**config.mk**
```make
export PLATFORM = sky130hd
export DESIGN_NAME = prsd_queue
export DESIGN_NICKNAME = d
export VERILOG_FILES = /design/src/prsd_pkg.sv /design/src/prsd_queue.sv
export SDC_FILE = /design/constraint.sdc
export NUM_CORES = 1
export LEC_CHECK = 0
export BUFFER_PORTS_ARGS = -buffer_cell sky130_fd_sc_hd__buf_2
export CORE_MARGIN = 5
export CORE_UTILIZATION = 42
export DETAILED_ROUTE_END_ITERATION = 12
export GPL_TIMING_DRIVEN = 0
export PLACE_DENSITY_LB_ADDON = 0.15
export RECOVER_POWER = 50
export SETUP_SLACK_MARGIN = 0.02
export SLEW_MARGIN = 5
export SYNTH_ARGS = -nofsm -noshare
export SYNTH_HDL_FRONTEND = slang
export SYNTH_SLANG_ARGS = --single-unit
```
**constraint.sdc**
```tcl
create_clock -name clock -period 4.5 [get_ports clock]
set_input_delay 0.225 -clock clock [delete_from_list [all_inputs] [get_ports clock]]
set_output_delay 0.225 -clock clock [all_outputs]
set_load 0.01 [all_outputs]
```
**src/prsd_pkg.sv**
```systemverilog
`timescale 1ns / 1ps
// ----------------------------------------------------------------------------
// prsd_pkg
// types and constants shared by the rate and port scan detector
// ----------------------------------------------------------------------------
package prsd_pkg;

   localparam logic [1:0] KIND_NONE = 2'd0;
   localparam logic [1:0] KIND_RATE = 2'd1;
   localparam logic [1:0] KIND_SCAN = 2'd2;
   localparam logic [1:0] KIND_FULL = 2'd3;

   localparam logic       CMD_PACKET = 1'b0;
   localparam logic       CMD_CLEAR  = 1'b1;

   localparam logic [7:0] PROTO_TCP = 8'd6;

   localparam logic [1:0] REG_RATE_THRESHOLD = 2'd0;
   localparam logic [1:0] REG_SCAN_THRESHOLD = 2'd1;
   localparam logic [1:0] REG_WINDOW_SECONDS = 2'd2;

   localparam logic [15:0] RATE_THRESHOLD_RESET = 16'd10;
   localparam logic [4:0]  SCAN_THRESHOLD_RESET = 5'd10;
   localparam logic [16:0] WINDOW_SECONDS_RESET = 17'd60;

   typedef struct packed {
      logic        command;
      logic [31:0] src_ip;
      logic [31:0] dest_ip;
      logic [15:0] src_port;
      logic [15:0] dst_port;
      logic [7:0]  protocol;
      logic [31:0] now_seconds;
   } req_type;

   typedef struct packed {
      logic [1:0]  alert_kind;
      logic [31:0] alert_source_ip;
      logic [31:0] alert_dest_ip;
      logic [15:0] alert_source_port;
      logic [15:0] alert_dest_port;
      logic [7:0]  alert_protocol;
      logic [31:0] alert_time;
   } rsp_type;

   typedef struct packed {
      logic [15:0] rate_threshold;
      logic [4:0]  scan_threshold;
      logic [16:0] window_seconds;
   } cfg_type;

endpackage

```
**src/prsd_queue.sv**
```systemverilog
`timescale 1ns / 1ps
// ----------------------------------------------------------------------------
// prsd_queue
// short item queue between the front end and the table engine
// ----------------------------------------------------------------------------
module prsd_queue (
   input  logic              clock,
   input  logic              reset,
   input  logic              in_valid,
   output logic              in_stall,
   input  prsd_pkg::req_type in_data,
   output logic              out_valid,
   input  logic              out_take,
   output prsd_pkg::req_type out_data
);
   import prsd_pkg::*;

   req_type    slot_ff [2];
   logic [1:0] count_ff, count_in;
   logic       wr_ptr_ff, wr_ptr_in, rd_ptr_ff, rd_ptr_in;
   logic       push, pop;

   assign in_stall  = (count_ff == 2'd2);
   assign push      = in_valid && !in_stall;
   assign out_valid = (count_ff != 2'd0);
   assign pop       = out_valid && out_take;
   assign out_data  = slot_ff[rd_ptr_ff];

   // pointer and fill bookkeeping
   always_comb begin
      wr_ptr_in = wr_ptr_ff ^ push;
      rd_ptr_in = rd_ptr_ff ^ pop;
      count_in  = count_ff + {1'b0, push} - {1'b0, pop};
   end

   always_ff @(posedge clock) begin
      if (reset) begin
         count_ff  <= 2'd0;
         wr_ptr_ff <= 1'b0;
         rd_ptr_ff <= 1'b0;
      end else begin
         count_ff  <= count_in;
         wr_ptr_ff <= wr_ptr_in;
         rd_ptr_ff <= rd_ptr_in;
      end
   end

   // storage
   always_ff @(posedge clock) begin
      if (push) begin
         slot_ff[wr_ptr_ff] <= in_data;
      end
   end
endmodule

```
### After elaboration in Yosys (flattened, before gate mapping)

Memories as Yosys holds them, arrays and structs flattened. A register that Yosys moved wholly into a read port is not among the register bits.
Cells that the tools add are included.

| word-level totals | value |
|---|---|
| register bits after elaboration | 4 |
| bits in latches | 0 |
| input bits | 141 |
| memory bits (writable) | 274 |
| bits in read-only memories | 0 |
| memories | 1 |
| word-level logic and storage cells | 16 |

Memory list:

| memory | words | bits a word | rd ports | clocked after Yosys merged registers in | write ports | line | text |
|---|---|---|---|---|---|---|---|
| slot_ff | 2 | 137 | 1 | 1 | 1 | prsd_queue.sv:18 | `req_type slot_ff [2];` |

| operators by class | value |
|---|---|
| order comparisons | 0 |
| add/sub/neg operators | 2 |
| div/mod/pow operators | 0 |
| bitwise operators | 2 |
| reductions and logical operators | 4 |
| multipliers | 0 |
| equal/unequal tests | 1 |
| shifts and indexed selects | 0 |
| muxes and demuxes | 3 |

Operator list:

| operator | count |
|---|---|
| 1-bit 2-to-1 mux | 3 |
| 2-bit by 1-bit adder with 2-bit output | 1 |
| 2-bit equality test (second input constant) | 1 |
| 1-bit logical AND | 2 |
| 2-bit nonzero test | 1 |
| 2-bit by 1-bit subtractor with 2-bit output | 1 |
| 1-bit XOR | 2 |
| 1-bit logical NOT | 1 |

### Logic depth before layout (Yosys ltp)

| logic depth | value |
|---|---|
| word-level depth | 5 |
| depth in mapped cells | 7 |
| depth with buffers taken out | 7 |

### Least setup slack after synthesis

OpenSTA, ideal clock, no wires.

| timing path | value |
|---|---|
| kind | flip-flop to flip-flop |
| start | register count_ff[0] |
| end | memory slot_ff[1][0] in the netlist's numbering, enable pin |
| clock period less this slack | 4.335 ns |
| setup time | 0.513 ns |
| path slack | 0.165 ns |
| data arrival time | 3.822 ns |
| buffers on the path | 0 |
| cell stages (with the launch flop) | 4 |
| cell sequence | dfxtp_1 > nand2b_1 > and2_1 > ha_1 |

| on the way | value |
|---|---|
| cells in the longest elaborated chain, start to end | 5 |

Ends and longest elaborated chain:

| element | line | text |
|---|---|---|
| start: declaration | prsd_queue.sv:19 | `logic [1:0] count_ff, count_in;` |
| start signal: assignment | prsd_queue.sv:42 | `count_ff <= count_in;` |
| 2-bit equality test | prsd_queue.sv:23 | `assign in_stall = (count_ff == 2'd2);` |
| 1-bit logical NOT | prsd_queue.sv:24 | `assign push = in_valid && !in_stall;` |
| 1-bit logical AND | prsd_queue.sv:24 |  |
| 1-bit 2-to-1 mux | prsd_queue.sv:50 | `if (push) begin` |
| 1-bit 2-to-1 mux (not written as such) | prsd_queue.sv:51 | `slot_ff[wr_ptr_ff] <= in_data;` |
| end: declaration | prsd_queue.sv:18 |  |

No other way between the ends.

### Worst setup path after layout

| timing path | value |
|---|---|
| start | register count_ff[0] |
| end | memory slot_ff[1][72] in the netlist's numbering, enable pin |

The elaborated chain is that of the path after synthesis.

==> metrics <==
clock slew at reported path FFs=around 60 ps; cell count after placement=1051; Placer Congestion=around 0.75; n_diodes=0; CTS Sinks=around 280; Skew-Pair Late Insertion Delay=~530 ps; Layout Nets=1047; Setup crit start kind=register; Hold Crit Start=out_take; MaxCap Viol Count=0; Post-CTS Setup Inserts=0; Resized cells post-CTS=0; first-pass GRT wire length=33700 um; DRC=0; cell count after synthesis=between 400 and 500; I/O pins=between 200 and 300; Unique masters post-synth=16; Detailed Route WL=22000 um; CTS Buffer Depth=3; syn nets=~590; RSZ-0062 raised after global routing=no; quantity of hold-fixing buffers added after cts=138; run status=completed; die height=roughly 170 um; Total GRT Usage=15.6%; CP Class=reg -> reg; synth warn=0; Util after Layout=60.2%; mapped cell area=between 10000 and 15000 sq um; Root Driver=clkbuf_16; PwrDens=approximately 520 nW/um^2; sequential share of the synthesized area=between 80% and 90%; CORE AREA=approximately 24000 sq um; crit path launch=count_ff[0]; Clock H-tree levels=1; Die X=165 um; CP max FO=between 60 and 70; DRT iter0 DRCs=between 300 and 400; vias per cell=~4.6; initial antenna violation count=1; layout cell share with drive strength beyond 1=between 30% and 40%; CTS tree=done; largest net degree at the start of global routing=64; Initial Util=43.0%; fmax=406 MHz; WP data required=between 4000 and 5000 ps; skew final=9.68 ps; P_leak=~0.005 uW; IO Port Bufs=between 200 and 300; relative slew slack=about 17%; CTS Buf Count=30; total gr overflow=0; #FFs+latches synth=278; # setup viols final=0; period utilization=between 50% and 60%; Worst-Margin Slew=around 1200 ps; reg2reg start=count_ff[0]; min Tclk post-route=~2500 ps; Worst Setup End Kind=register; area delta synth->final=40.1%; Routed Antenna Nets=0; final std cells w/o fill=roughly 1.2k; Final Hold Fails=0; Max IR drop VDD=around 0.00042 V; max-slew violations=0; Post-DP HPWL=14100 um; row cnt=56; Hold Crit Class=in -> reg; vias in the first global route=6519; vias=between 5k and 6k; die area=between 20000 and 30000 sq um; mean post-synth cell area=22.6 sq um; drt pass-1 iters=4; WL/cell=about 18 um; CP arrival=around 2700 ps
kinds of logic after synthesis:
| group | share of synthesized area, % |
|---|---|
| AOI/OAI and AO/OA | 0.0740 |
| xor gates and xnor gates | 0.222 |
| adders and majority gates | 0.493 |
| buffers and inverters | 1.58 |
| DFF | 81.9 |
| muxes | 15.3 |
| and+or+nand+nor | 0.456 |
worst paths after layout:
kind	endpoint	slack, ps	depth (start not counted)
max reg2reg	slot_ff[1][72]	2040	4
min reg2reg	wr_ptr_ff	560	3
max	slot_ff[1][72]	2040	4
min	rd_ptr_ff	100	3
layer usage:
layer | vias up | GRT usage [%] | wire, um
met5 | - | 0 | 11
met1 | 2790 | 18.4 | 8370
li1 | 2696 | - | -
met4 | 2 | 3.71 | 455
met3 | 39 | 5.46 | 2120
met2 | 215 | 27.6 | 11000
state kept, by name (all words and copies together), names as in the netlist:
| signal | count |
|---|---|
| rd_ptr_ff | 1 |
| count_ff | 2 |
| slot_ff | 274 |
| wr_ptr_ff | 1 |
area by class of cell:
cell class | count | area (sq um)
Fill cell | 1820 | 9390
Sequential cell | 278 | 8310
Timing Repair Buffer | 421 | 2750
Multi-Input combinational cell | 153 | 1680
Clock buffer | 43 | 821
Tap cell | 319 | 399
Buffer | 15 | 145
Clock inverter | 13 | 106
Inverter | 3 | 11.3
cell usage in the layout, fill, tap and decap left out, drive strengths merged:
master       instances
ha                   4
clkinv              11
edfxtp             274
inv                  3
clkbuf             159
bufinv               2
buf                182
or2                  1
nor2b                2
mux2               138
and2                 1
nand2b               1
nor2                 3
dfxtp                4
dlygate4sd3        138
xnor3                1
o21a                 1
nand2                1
Yosys cell counts, drive strengths merged:
master,count,area [sq um]
buf,15,149
nor2,3,11.3
inv,3,11.3
or2,1,6.26
nor2b,2,12.5
o21a,1,7.51
nand2b,1,6.26
mux2,138,1550
and2,1,6.26
edfxtp,274,8230
ha,4,50.1
xnor3,1,22.5
nand2,1,3.75
dfxtp,4,80.1
power breakdown:
part	switching [uW]	total, uW	internal, uW	leakage [uW]
registers	78.9	3360	3280	0.00259
logic	918	1760	845	0.00209
clock network	917	2290	1370	0.000444
total	1910	7410	5500	0.00512
worst max-delay path: stages, from the launching register on:
cell	delay [ps]
dfxtp_1	370
nand2b_1	160
and2_0	170
ha_1	1000
buf_16	370
stage by stage:
| stage | setup TNS (ps) | power (uW) | hold slack (ps) | instance area, sq um | setup slack, ps |
|---|---|---|---|---|---|
| 2_1_floorplan | 0 | 4470 | 292 | 10100 | 165 |
| 3_3_place_gp | -393600 | 5120 | 412 | 11900 | -1450 |
| 3_5_place_dp | 0 | 5140 | 416 | 12100 | 2600 |
| 4_1_cts | 0 | 7550 | 79.8 | 14400 | 2290 |
| 5_1_grt | 0 | 7790 | 93.9 | 14200 | 1790 |
| 6_report | 0 | 7410 | 100 | 14200 | 2040 |
No activity file was read; power rests on OpenSTA's default activity.
